--- config.mk ---
export PLATFORM = sky130hd
export DESIGN_NAME = lru_page_replacement
export DESIGN_NICKNAME = d
export VERILOG_FILES = /design/src/rtl/core/lrupr_pkg.sv /design/src/rtl/core/lru_page_replacement.sv
export SDC_FILE = /design/constraint.sdc
export NUM_CORES = 1
export LEC_CHECK = 0
export ABC_AREA = 1
export BUFFER_PORTS_ARGS = -buffer_cell sky130_fd_sc_hd__buf_4
export CAP_MARGIN = 20
export CORE_MARGIN = 2
export CORE_UTILIZATION = 40
export CTS_BUF_LIST = sky130_fd_sc_hd__clkbuf_4 sky130_fd_sc_hd__clkbuf_8
export DETAILED_ROUTE_END_ITERATION = 12
export PLACE_DENSITY_LB_ADDON = 0.3
export SLEW_MARGIN = 5
export SYNTH_ARGS = -nofsm -noshare
export SYNTH_HDL_FRONTEND = slang
export SYNTH_SLANG_ARGS = --single-unit
--- constraint.sdc ---
create_clock -name clock -period 8.9 [get_ports clock]
set_clock_uncertainty 0.1 [all_clocks]
set_input_delay 0.445 -clock clock [delete_from_list [all_inputs] [get_ports clock]]
set_output_delay 0.445 -clock clock [all_outputs]
set_load 0.01 [all_outputs]
--- src/rtl/core/lrupr_pkg.sv ---
// Shared constants for the LRU page replacement table.
`default_nettype none

package lrupr_pkg;

   // parameter defaults
   localparam int FRAMES_DEF    = 16;
   localparam int PAGE_BITS_DEF = 16;

   // word field widths
   localparam int PAGE_W  = 16;
   localparam int SLOT_W  = 4;
   localparam int TOTAL_W = 32;
   localparam int AF_W    = 5;

   // active frame register reset value
   localparam logic [AF_W-1:0] AF_RESET = 5'd16;

   // stream word widths, padded to whole bytes
   localparam int REQ_DATA_W = 16;
   localparam int RSP_USED_W = 1 + SLOT_W + 1 + PAGE_W + TOTAL_W + TOTAL_W;
   localparam int RSP_DATA_W = ((RSP_USED_W + 7) / 8) * 8;
   localparam int RSP_PAD_W  = RSP_DATA_W - RSP_USED_W;

endpackage

`default_nettype wire

--- src/rtl/core/lru_page_replacement.sv ---
// Fully associative LRU page frame table built around one frame memory.
`default_nettype none

// Channel   Direction  Word contents (low bit first)
// req_*     in         page_number[15:0]
// rsp_*     out        hit, frame_slot[3:0], evicted, evicted_page[15:0],
//                      hit_total[31:0], fault_total[31:0], zero pad[1:0]
// csr_*     in         active_frames[4:0]
//
// One reference at a time. The single read port of the frame memory sets the
// pace, one entry per cycle for the search pass over the active frames and
// again for the recency update pass. Reset is synchronous and clears the
// valid bits, counters and control; the frame memory itself is not cleared.
// A finished word sits in the output register while the next reference is
// taken; a stalled rsp_tready holds only the final load of the next word.

module lru_page_replacement #(
   parameter int FRAMES    = lrupr_pkg::FRAMES_DEF,
   parameter int PAGE_BITS = lrupr_pkg::PAGE_BITS_DEF
) (
   input  logic                              clock,
   input  logic                              reset,
   input  logic                              req_tvalid,
   output logic                              req_tready,
   input  logic [lrupr_pkg::REQ_DATA_W-1:0]  req_tdata,   // page_number
   output logic                              rsp_tvalid,
   input  logic                              rsp_tready,
   // hit, frame_slot, evicted, evicted_page, hit_total, fault_total, pad
   output logic [lrupr_pkg::RSP_DATA_W-1:0]  rsp_tdata,
   input  logic                              csr_valid,
   output logic                              csr_ready,
   input  logic [lrupr_pkg::AF_W-1:0]        csr_data     // active_frames
);
   import lrupr_pkg::*;

   localparam int FIDX_W = (FRAMES > 1) ? $clog2(FRAMES) : 1;
   localparam int FCNT_W = $clog2(FRAMES + 1);
   localparam int RW     = FIDX_W;
   localparam int MW     = PAGE_BITS + RW;

   typedef enum logic [4:0] {
      S_IDLE   = 5'b00001,
      S_SCAN   = 5'b00010,
      S_DECIDE = 5'b00100,
      S_UPDATE = 5'b01000,
      S_RESP   = 5'b10000
   } state_type;

   state_type                 state_ff, state_in;
   logic [AF_W-1:0]           af_ff;
   logic [FCNT_W-1:0]         ptr_ff, ptr_in;
   logic [FCNT_W-1:0]         nact, limit;
   logic                      issue, scan_done, out_free;

   // frame memory: {page, rank} per row
   logic [MW-1:0]             frame_mem [FRAMES];
   logic [MW-1:0]             rd_row_ff;
   logic [FIDX_W-1:0]         rd_idx_ff;
   logic                      rd_vld_ff;
   logic [FIDX_W-1:0]         rd_addr;
   logic [PAGE_BITS-1:0]      rd_page;
   logic [RW-1:0]             rd_rank;
   logic                      rd_valid;
   logic                      mem_we;
   logic [FIDX_W-1:0]         mem_wa;
   logic [MW-1:0]             mem_wd;

   // per-reference working registers
   logic [PAGE_BITS-1:0]      page_ff;
   logic [FCNT_W-1:0]         nact_ff;
   logic                      found_ff, empty_ff;
   logic [FIDX_W-1:0]         match_idx_ff, empty_idx_ff, best_idx_ff;
   logic [RW-1:0]             match_rank_ff, best_rank_ff;
   logic [PAGE_BITS-1:0]      best_page_ff;
   logic                      hit_ff, ev_ff;
   logic [FIDX_W-1:0]         slot_ff;
   logic [RW-1:0]             tgt_rank_ff;
   logic [PAGE_BITS-1:0]      evp_ff;

   // table state held in flops
   logic [FRAMES-1:0]         valid_ff;
   logic [FCNT_W-1:0]         vcnt_ff;
   logic [TOTAL_W-1:0]        hit_cnt_ff, fault_cnt_ff;
   logic [TOTAL_W-1:0]        hit_cnt_in, fault_cnt_in;

   logic                      rsp_tvalid_ff;
   logic [RSP_DATA_W-1:0]     rsp_tdata_ff;

   assign req_tready = (state_ff == S_IDLE);
   assign csr_ready  = 1'b1;
   assign rsp_tvalid = rsp_tvalid_ff;
   assign rsp_tdata  = rsp_tdata_ff;
   assign out_free   = !rsp_tvalid_ff || rsp_tready;

   // effective frame count: zero acts as one, clipped to FRAMES
   always_comb begin
      if (af_ff == '0) begin
         nact = FCNT_W'(1);
      end else if (int'(af_ff) > FRAMES) begin
         nact = FCNT_W'(FRAMES);
      end else begin
         nact = FCNT_W'(af_ff);
      end
   end

   // read pipeline shared by the search and update passes
   assign limit     = (state_ff == S_SCAN) ? nact_ff : FCNT_W'(FRAMES);
   assign issue     = ((state_ff == S_SCAN) || (state_ff == S_UPDATE)) && (ptr_ff < limit);
   assign scan_done = !issue && !rd_vld_ff;
   assign rd_addr   = ptr_ff[FIDX_W-1:0];
   assign rd_valid  = valid_ff[rd_idx_ff];
   assign rd_page   = rd_row_ff[MW-1:RW];
   assign rd_rank   = rd_valid ? rd_row_ff[RW-1:0] : '0;

   // write port: fill of an empty frame, or recency rewrite during update
   always_comb begin
      mem_we = 1'b0;
      mem_wa = rd_idx_ff;
      mem_wd = rd_row_ff;
      if ((state_ff == S_DECIDE) && !found_ff && empty_ff) begin
         mem_we = 1'b1;
         mem_wa = empty_idx_ff;
         mem_wd = {page_ff, RW'(vcnt_ff)};
      end else if ((state_ff == S_UPDATE) && rd_vld_ff) begin
         if (rd_idx_ff == slot_ff) begin
            mem_we = 1'b1;
            mem_wd = {page_ff, RW'(vcnt_ff - FCNT_W'(1))};
         end else if (rd_valid && (rd_rank > tgt_rank_ff)) begin
            mem_we = 1'b1;
            mem_wd = {rd_page, rd_rank - RW'(1)};
         end
      end
   end

   // frame memory, registered read
   always_ff @(posedge clock) begin
      if (mem_we) begin
         frame_mem[mem_wa] <= mem_wd;
      end
      if (issue) begin
         rd_row_ff <= frame_mem[rd_addr];
      end
      rd_idx_ff <= rd_addr;
   end

   // sequencer
   always_comb begin
      state_in = state_ff;
      ptr_in   = ptr_ff;
      if (issue) begin
         ptr_in = ptr_ff + FCNT_W'(1);
      end
      unique case (state_ff)
         S_IDLE: begin
            if (req_tvalid) begin
               state_in = S_SCAN;
               ptr_in   = '0;
            end
         end
         S_SCAN: begin
            if (scan_done) begin
               state_in = S_DECIDE;
            end
         end
         S_DECIDE: begin
            ptr_in   = '0;
            state_in = (found_ff || !empty_ff) ? S_UPDATE : S_RESP;
         end
         S_UPDATE: begin
            if (scan_done) begin
               state_in = S_RESP;
            end
         end
         S_RESP: begin
            if (out_free) begin
               state_in = S_IDLE;
            end
         end
         default: begin
            state_in = S_IDLE;
         end
      endcase
   end

   // saturating totals
   always_comb begin
      hit_cnt_in   = hit_cnt_ff;
      fault_cnt_in = fault_cnt_ff;
      if (hit_ff) begin
         if (hit_cnt_ff != '1) begin
            hit_cnt_in = hit_cnt_ff + TOTAL_W'(1);
         end
      end else begin
         if (fault_cnt_ff != '1) begin
            fault_cnt_in = fault_cnt_ff + TOTAL_W'(1);
         end
      end
   end

   // control state
   always_ff @(posedge clock) begin
      if (reset) begin
         state_ff      <= S_IDLE;
         ptr_ff        <= '0;
         rd_vld_ff     <= 1'b0;
         af_ff         <= AF_RESET;
         valid_ff      <= '0;
         vcnt_ff       <= '0;
         hit_cnt_ff    <= '0;
         fault_cnt_ff  <= '0;
         rsp_tvalid_ff <= 1'b0;
      end else begin
         state_ff  <= state_in;
         ptr_ff    <= ptr_in;
         rd_vld_ff <= issue;
         if (csr_valid) begin
            af_ff <= csr_data;
         end
         // fill of an empty frame
         if ((state_ff == S_DECIDE) && !found_ff && empty_ff) begin
            valid_ff[empty_idx_ff] <= 1'b1;
            vcnt_ff                <= vcnt_ff + FCNT_W'(1);
         end
         if ((state_ff == S_RESP) && out_free) begin
            hit_cnt_ff    <= hit_cnt_in;
            fault_cnt_ff  <= fault_cnt_in;
            rsp_tvalid_ff <= 1'b1;
         end else if (rsp_tready) begin
            rsp_tvalid_ff <= 1'b0;
         end
      end
   end

   // working registers and output word
   always_ff @(posedge clock) begin
      if ((state_ff == S_IDLE) && req_tvalid) begin
         page_ff  <= PAGE_BITS'(req_tdata[PAGE_W-1:0]);
         nact_ff  <= nact;
         found_ff <= 1'b0;
         empty_ff <= 1'b0;
      end
      // search pass: first match, first empty, oldest rank
      if ((state_ff == S_SCAN) && rd_vld_ff) begin
         if (!found_ff && rd_valid && (rd_page == page_ff)) begin
            found_ff      <= 1'b1;
            match_idx_ff  <= rd_idx_ff;
            match_rank_ff <= rd_rank;
         end
         if (!empty_ff && !rd_valid) begin
            empty_ff     <= 1'b1;
            empty_idx_ff <= rd_idx_ff;
         end
         if ((rd_idx_ff == '0) || (rd_rank < best_rank_ff)) begin
            best_rank_ff <= rd_rank;
            best_idx_ff  <= rd_idx_ff;
            best_page_ff <= rd_page;
         end
      end
      // outcome
      if (state_ff == S_DECIDE) begin
         if (found_ff) begin
            hit_ff      <= 1'b1;
            ev_ff       <= 1'b0;
            slot_ff     <= match_idx_ff;
            tgt_rank_ff <= match_rank_ff;
            evp_ff      <= '0;
         end else if (empty_ff) begin
            hit_ff      <= 1'b0;
            ev_ff       <= 1'b0;
            slot_ff     <= empty_idx_ff;
            tgt_rank_ff <= '0;
            evp_ff      <= '0;
         end else begin
            hit_ff      <= 1'b0;
            ev_ff       <= 1'b1;
            slot_ff     <= best_idx_ff;
            tgt_rank_ff <= best_rank_ff;
            evp_ff      <= best_page_ff;
         end
      end
      if ((state_ff == S_RESP) && out_free) begin
         rsp_tdata_ff <= {{RSP_PAD_W{1'b0}}, fault_cnt_in, hit_cnt_in,
                          PAGE_W'(evp_ff), ev_ff, SLOT_W'(slot_ff), hit_ff};
      end
   end

`ifndef SYNTHESIS
   // valid count tracks the valid bits
   a_vcnt: assert property (@(posedge clock) disable iff (reset)
      $countones(valid_ff) == int'(vcnt_ff))
      else $error("valid count out of step with valid bits");

   // memory writes only on fill or update
   a_we: assert property (@(posedge clock) disable iff (reset)
      mem_we |-> ((state_ff == S_DECIDE) || (state_ff == S_UPDATE)))
      else $error("frame memory written outside fill or update");

   // eviction only when every active frame is full
   a_evict: assert property (@(posedge clock) disable iff (reset)
      ((state_ff == S_DECIDE) && !found_ff && !empty_ff) |-> (vcnt_ff >= nact_ff))
      else $error("eviction with an empty active frame");
`endif

endmodule

`default_nettype wire

# Word level (Yosys, flattened, before mapping)
# Memories as Yosys holds them, arrays and structs flattened. A register that Yosys moved wholly into a read port is not among the register bits.
# Index checks and enable logic that the tools add are counted.
dict set report totals {
  register_bits 277
  ram_bits 320
  input_bits 26
  out_inout_bits 91
  word_cells 132
  mem_count 1
}
# name depth word_bits rd rd_clocked_by_memory_dff write_ports line_no
set memory_table {}
lappend memory_table {frame_mem 16 20 1 1 1 lru_page_replacement.sv:56} ;# logic [MW-1:0] frame_mem [FRAMES];
dict set report classes {
  addsub 6
  order_cmp 7
  eq_ne 13
  mux 45
  n_bitwise 1
  reduce_logical 32
}
# cell n
set ops {}
lappend ops {{two-way mux 32 bit} 4}
lappend ops {{adder 32 x 1 -> 32 bit (second input constant)} 2}
lappend ops {{inequality test 32 bit (second input constant)} 2}
lappend ops {{two-way mux 20 bit} 3}
lappend ops {{two-way mux 5 bit} 9}
lappend ops {{two-way mux 4 bit} 7}
lappend ops {{one-hot mux 5 bit (5 select lines)} 1}
lappend ops {{two-way mux 1 bit} 18}
lappend ops {{== test 16 bit} 1}
lappend ops {{OR 16 bit} 1}
lappend ops {{logical AND 1 bit} 13}
lappend ops {{adder 5 x 1 -> 5 bit (second input constant)} 2}
lappend ops {{< comparator 4 x 5 -> 1 bit (second input constant)} 2}
lappend ops {{one-hot mux 5 bit (2 select lines)} 1}
lappend ops {{inequality test 2 bit (second input constant)} 4}
lappend ops {{subtractor 4 x 1 -> 4 bit (second input constant)} 2}
lappend ops {{logical NOT 1 bit} 6}
lappend ops {{AND reduction 2 bit} 3}
lappend ops {{== test 5 x 1 -> 1 bit (second input constant)} 1}
lappend ops {{== test 5 x 2 -> 1 bit (second input constant)} 1}
lappend ops {{== test 5 x 3 -> 1 bit (second input constant)} 1}
lappend ops {{== test 5 x 4 -> 1 bit (second input constant)} 1}
lappend ops {{== test 5 bit (second input constant)} 1}
lappend ops {{greater-than comparator 5 bit (second input constant)} 1}
lappend ops {{other kinds (13)} 17}

# Logic depth before layout (Yosys ltp)
# Gate-level depths: netlist (run 1).
dict set report logic_depth {
  depth_word 11
  mapped_depth 21
  mapped_depth_nobuf 21
}

# Worst setup path before layout (run 1)
# No wires, ideal clock.
dict set report synth_timing {
  path_type {register -> register}
  start {register rd_idx_ff[0]}
  end {memory frame_mem[15][0] in the netlist's numbering (enable)}
  setup_time_ps 422
  t_arrival_ps 3583
  t_required_ps 8378
  slack_ps 4795
  stages_incl_launch_ff 21
  synth_period_minus_slack_ps 4105
  cell_sequence {dfxtp_1 -> buf_6 -> nand2_1 -> nand2_1 -> nand2_1 -> nand3_1 -> nand3_2 -> nand2_4 -> inv_1 -> nor2_1 -> inv_1 -> ha_1 -> inv_1 -> nor2_1 -> nand3_1 -> nand2_1 -> inv_2 -> nand2_4 -> o21ai_4 -> inv_2 -> nor3_1}
}
dict set report synth_via {
  elab_chain_len 11
}
# item line_no
set synth_rtl {}
lappend synth_rtl {{start: declaration} lru_page_replacement.sv:58} ;# logic [FIDX_W-1:0] rd_idx_ff;
lappend synth_rtl {{start signal: assignment} lru_page_replacement.sv:143} ;# rd_idx_ff <= rd_addr;
lappend synth_rtl {{binary-select mux 1 bit (select 4 bit)} lru_page_replacement.sv:111} ;# assign rd_valid = valid_ff[rd_idx_ff];
lappend synth_rtl {{two-way mux 1 bit (implied by the code)} lru_page_replacement.sv:111}
lappend synth_rtl {{two-way mux 4 bit} lru_page_replacement.sv:113} ;# assign rd_rank = rd_valid ? rd_row_ff[RW-1:0] : '0;
lappend synth_rtl {{via rd_rank[0]} lru_page_replacement.sv:62} ;# logic [RW-1:0] rd_rank;
lappend synth_rtl {{greater-than comparator 4 bit} lru_page_replacement.sv:128} ;# end else if (rd_valid && (rd_rank > tgt_rank_ff)) begin
lappend synth_rtl {{logical AND 1 bit} lru_page_replacement.sv:128}
lappend synth_rtl {{two-way mux 1 bit} lru_page_replacement.sv:128}
lappend synth_rtl {{two-way mux 1 bit} lru_page_replacement.sv:125} ;# if (rd_idx_ff == slot_ff) begin
lappend synth_rtl {{two-way mux 1 bit} lru_page_replacement.sv:124} ;# end else if ((state_ff == S_UPDATE) && rd_vld_ff) begin
lappend synth_rtl {{two-way mux 1 bit} lru_page_replacement.sv:120} ;# if ((state_ff == S_DECIDE) && !found_ff && empty_ff) begin
lappend synth_rtl {{two-way mux 1 bit} lru_page_replacement.sv:137} ;# if (mem_we) begin
lappend synth_rtl {{two-way mux 1 bit (implied by the code)} lru_page_replacement.sv:138} ;# frame_mem[mem_wa] <= mem_wd;
lappend synth_rtl {{end: declaration} lru_page_replacement.sv:56}
# The timed path passes the listed nets, and every way through them passes these cells. The select of a mux whose other input is x is not followed.

# Final worst setup path (run 1)
dict set report layout_timing {
  start {register rd_idx_ff[0]}
  end {memory frame_mem[12][9] in the netlist's numbering (enable)}
}
# The elaborated chain is that of the path after synthesis.

==> flow_summary.ini, run 1 <==
[critical_path]
cp-end-kind = flop
crit_path_start_kind = flop
crit_fanout = 20
critical_path_class = flop to flop
crit_start = rd_idx_ff[0]
crit_required_ns = 9.12
r2r_start = rd_idx_ff[0]
worstPathArrival_ns = 4.32

[floorplanning]
initial_core_util_pct = 40.4
dieHeight_um = 259
die_area_um2 = 66900
row_count = 93
die_w_um = 259
ios = 117
core_um2 = 64200

[layout]
fill_cells = 5887
design_area_um2 = 30400
fin_nets = 2577
drive_gt1_share_pct = 15.3
syn2layout_area_growth_pct = 17.1

[hold_path]
hold_path.class = flop to flop
min_from = evp_ff[13]

[timing]
worst_pin_slew_ns = 1.09
drv_slew = 0
fin_crit_sh_pct = 46.1
slew_headroom_pct = 27.0
setup_ws_ns = 4.79
fmax_ghz = 0.244
setup_viol = 0
hold_viol = 0
grt_setup_unrepaired = false
fin_tns_setup_ns = 0
finalCriticalPeriod_ns = 4.11

[clocking]
cts-root-buf = clkbuf_8
htreeDepth = 3
insertion_delay_ns = 0.71
numCtsBuffers = 100
clock_path_buffers = 3
path_clk_slew_ns = 0.06
cts_num_sinks = 616
cts_tree = yes
cts_resized = 0

[drt]
dr_wl_met2_um = 30200
met3_length_um = 3930
via_per_inst = 5.18
m1WireLength_um = 27900
vias = 18000
drc = 0
drt_iter0_drc = 1519
first_pass_iters = 5
routed_wl_um = 63400
wire_per_inst_um = 18.3
routed.top_layer = met4
ant_nets = 0

[placed_design]
dpl.hpwl_um = 41000
place_area_um2 = 27800
place_ws_ns = 4.67
gp_congestion = 0.945
port_buffers = 113

[global_routing]
gr-total-overflow = 0
grt_pass1_vias = 17200
grt_usage_pct = 18.7
grt_max_degree = 89
antenna_found_initial = 3
grt_pass1_wl_um = 97300

[synthesis]
synth_warnings = 0
ys_seq_area_share_pct = 67.2
synth-edff-count = 509
synthFlopType = edfxtp_1
synth.distinct_cells = 49
syn_area_um2 = 25900
synth-seq-cells = 616
async_reset_ff_share_pct = 0
syn_area_per_cell_um2 = 11.0
synthCells = 2351

[power]
leakage_nw = 11.2
power.ir.vdd_worst_v = 0.0000982
p_per_area_nw_per_um2 = 205

[job]
drv_cap = 0

[outcome]
status = complete, no violations
==> final timing paths <==
kind                                         end  slack [ns]  depth (start not counted)
worst min-delay path               rsp_tdata[19]        0.31                          0
worst max-delay path            frame_mem[12][9]        4.79                         19
worst max register to register  frame_mem[12][9]        4.79                         19
worst min register to register     rsp_tdata[19]        0.31                          0
==> report_power, final <==
group	internal [mW]	total, mW	switching, mW
sequential	3.19	3.23	0.0448
clock	1.50	2.62	1.12
combinational	0.101	0.362	0.261
==> metrics by stage <==
stage	cells	util (%)	hold slack [ns]	total power, mW
after floorplan	2352	-	0.254	3.48
after global placement	3242	43.2	0.301	3.63
after detailed placement	3245	43.3	0.306	3.64
after CTS	3460	47.2	0.287	6.28
after global routing	3470	47.3	0.305	6.44
final	3470	47.3	0.308	6.22
==> cell usage after synthesis, types with 8 or more instances <==
master	instances	area share (%)
edfxtp_1	509	59
o21ai_0	306	5.9
nor2_1	302	4.4
nand2_1	249	3.6
inv_1	235	3.4
dfxtp_1	107	8.3
clkbuf_1	95	1.4
a21oi_1	88	1.7
nand3_1	68	1.3
xor2_1	68	2.3
o22ai_1	54	1.3
nor3_1	33	0.64
o221ai_1	32	1.1
o21ai_1	28	0.54
nand4_1	23	0.55
ha_1	18	0.87
nor4_1	15	0.36
inv_2	14	0.20
o211ai_1	14	0.41
o21a_1	12	0.35
nand3_2	9	0.35
nor3_2	8	0.31
==> metal layers <==
metal  vias to the layer above  track usage (%)
li1                       8620                -
met2                       549             30.7
met1                      8720             25.0
met3                       101             3.64
met5                         -                0
met4                         0             5.88
==> what timing repair did <==
item,in CTS,in global routing
buffers inserted,0,0
endpoints found under the hold margin,25,0
hold buffers,33,0
==> final cells by class <==
cell class	count	area, um^2	share of cell area, %
sequential	616	17400	57.4
multi-input combinational	1373	7180	23.6
clock buffer	153	1840	6.07
timing repair buffer	190	1570	5.16
tap	855	1070	3.52
inverter	252	948	3.12
clock inverter	29	329	1.08
antenna	2	5.00	0.0165
==> registers in the layout, indices dropped and copies added, names as in the netlist, 16 cells and up <==
name,count
frame_mem,320
rsp_tdata,86
fault_cnt_ff,32
hit_cnt_ff,32
rd_row_ff,20
best_page_ff,16
evp_ff,16
page_ff,16
valid_ff,16
==> cells by family after synthesis <==
family | count (synthesis) | share of synthesized area (%)
other | 2 | 0.0290
buffers and inverters | 363 | 5.42
flip-flops | 616 | 67.2
AO/OA/AOI/OAI | 546 | 11.7
adder cells (fa/ha/maj) | 18 | 0.868
AND/OR/NAND/NOR | 735 | 12.4
XOR/XNOR | 71 | 2.40
==> cells in the final DEF, fill, tap and decap left out, drive strengths merged, types with 2 or more instances in the layout <==
master         n
edfxtp       509
o21ai        335
nor2         306
nand2        257
inv          255
buf          157
clkbuf       153
dfxtp        107
a21oi         88
nand3         77
xor2          68
o22ai         54
nor3          42
dlygate4sd3   33
o221ai        32
nand4         24
clkinv        19
ha            18
nor4          18
o211ai        14
o21a          12
bufinv         6
nor3b          5
or2            4
xnor2          3
a211oi         3
conb           3
diode          2
a221o          2
==> worst max-delay path, stage by stage, from the launching register on <==
cell     delay (ns)
dfxtp_1        0.64
nand2_1        0.11
nand3_1        0.10
nand2_1        0.06
nand2_1        0.06
nand3_2        0.09
nand2_4        0.14
inv_1          0.08
nor2_1         0.23
inv_1          0.13
ha_1           0.30
inv_1          0.06
nor2_1         0.04
nand3_1        0.07
nand2_1        0.07
inv_2          0.10
nand2_4        0.08
o21ai_4        0.24
nand3_2        0.21
nor2_2         0.82
Note: power is estimated with default switching activity, not from simulation.
==> inputs of run 2 (changes only) <==
clock period = 4.2 ns   (was 8.9 ns; I/O delays follow)
==> run 2 against run 1 <==
Die area unchanged. Utilization is essentially flat. Total power up 110%. Via count is 1.5% higher. Register-to-register slack lost 4.4 ns. Design area hardly changed. Critical path depth up 1. Sequential share of layout area about the same. Critical path type unchanged. Critical endpoint is now frame_mem[10][2].
==> flow_summary.ini, run 2 (synthesized netlist as in run 1, its figures left out) <==
[outcome]
status = complete, no violations

[drt]
vias = 18300
drt_iter0_drc = 1522
dr_wl_met2_um = 29900
ant_nets = 0
met3_length_um = 5240
drc = 0
wire_per_inst_um = 18.6
via_per_inst = 5.23
m1WireLength_um = 27800
routed.top_layer = met4
routed_wl_um = 64900
first_pass_iters = 6

[floorplanning]
dieHeight_um = 259
die_area_um2 = 66900
initial_core_util_pct = 40.4
die_w_um = 259
ios = 117
row_count = 93
core_um2 = 64200

[timing]
fmax_ghz = 0.264
setup_viol = 0
finalCriticalPeriod_ns = 3.79
hold_viol = 0
fin_tns_setup_ns = 0
slew_headroom_pct = 31.4
fin_crit_sh_pct = 90.3
worst_pin_slew_ns = 1.03
setup_ws_ns = 0.408
drv_slew = 0
grt_setup_unrepaired = false

[critical_path]
crit_buf_inv = 5
cp_cell_sequence = nand2_1, nand3_1, nand2_1, nand2_1, nand3_2, nand2_4, inv_1, nor2_1, inv_1, ha_1, inv_1, nor2_1, nand3_1, nand2_1, inv_2, nand2_4, o21ai_4, nand3_2, nor2_2, buf_4
worst_path_largest_cell_delay_ns = 0.67
crit_fanout = 15
crit_slowest_cell = dfxtp_1
critical_path_class = flop to flop
crit_family = simple AND/OR/NAND/NOR gates
worstPathArrival_ns = 4.09
cp-end-kind = flop
critPathMostFrequentCell = nand2_1
crit_required_ns = 4.50
crit_path_start_kind = flop
r2r_setup_slack_ns = 0.41

[layout]
mostFrequentLayoutCell = edfxtp_1
fill_cells = 5868
mostFrequentLayoutCells = 509 x edfxtp_1, 306 x o21ai_0, 288 x nor2_1, 249 x nand2_1, 235 x inv_1
drive_gt1_share_pct = 15.4
largest_reg_flops = 320
fin_nets = 2593
top_register = frame_mem
syn2layout_area_growth_pct = 17.0
fin_util_pct = 47.3

[placed_design]
place_ws_ns = 0.413
dpl.hpwl_um = 42400
gp_congestion = 0.914
port_buffers = 113

[clocking]
cts-root-buf = clkbuf_8
post-cts-setup-buffer-count = 0
path_clk_slew_ns = 0.05
cts_tree = yes
numCtsBuffers = 101
htreeDepth = 3
clock_path_buffers = 3
cts_num_sinks = 616
insertion_delay_ns = 0.74
cts_resized = 0

[global_routing]
grt_usage_pct = 19.3
grt_pass1_vias = 17600
antenna_found_initial = 1
grt_pass1_wl_um = 100000
gr-total-overflow = 0
grt_max_degree = 106

[job]
drv_cap = 0

[hold_path]
hold_path.class = primary input to flop

[power]
leakage_nw = 11.2
p_per_area_nw_per_um2 = 428
power.ir.vdd_worst_v = 0.000278
-- run 2: what timing repair did --
item                                   in CTS  in global routing
hold buffers                               34                  0
endpoints found under the hold margin      46                  0
setup endpoints to repair                   0                  0
-- run 2: layout make-up --
class                      instances  area, um^2  share of cell area [%]
tap                              855        1070                    3.52
clock buffer                     144        1730                    5.70
sequential                       616       17400                    57.4
clock inverter                    45         359                    1.18
timing repair buffer             205        1640                    5.39
multi-input combinational       1373        7180                    23.7
antenna                            1        2.50                 0.00824
inverter                         252         948                    3.12
-- run 2: power by group --
group          internal [mW]  switching (mW)  total [mW]
registers               6.75          0.0840        6.84
clock network           2.94            2.43        5.37
logic                  0.223           0.575       0.798
total                   9.91            3.09        13.0
-- run 2: routing by layer --
layer,vias up,track usage (%)
met5,-,0
met4,0,7.26
met3,134,4.28
met2,712,30.7
met1,8772,25.9
li1,8650,-
-- run 2: final timing paths --
path	start	to	depth (start not counted)
worst max-delay path	rd_idx_ff[0]	frame_mem[10][2]	20
worst min-delay path	req_tdata[8]	page_ff[8]	2
worst max register to register	rd_idx_ff[0]	frame_mem[10][2]	20
worst min register to register	evp_ff[2]	rsp_tdata[8]	0
-- run 2: per-stage QoR --
| step | cells | power (mW) | hold slack (ns) | instance area (um^2) |
|---|---|---|---|---|
| global placement | 3267 | 7.72 | 0.290 | 27900 |
| floorplan | 2352 | 7.38 | 0.209 | 25900 |
| detailed placement | 3267 | 7.73 | 0.290 | 27900 |
| finish | 3491 | 13.0 | 0.101 | 30400 |
| CTS | 3490 | 13.1 | 0.0383 | 30400 |
| global route | 3491 | 13.5 | 0.0534 | 30400 |
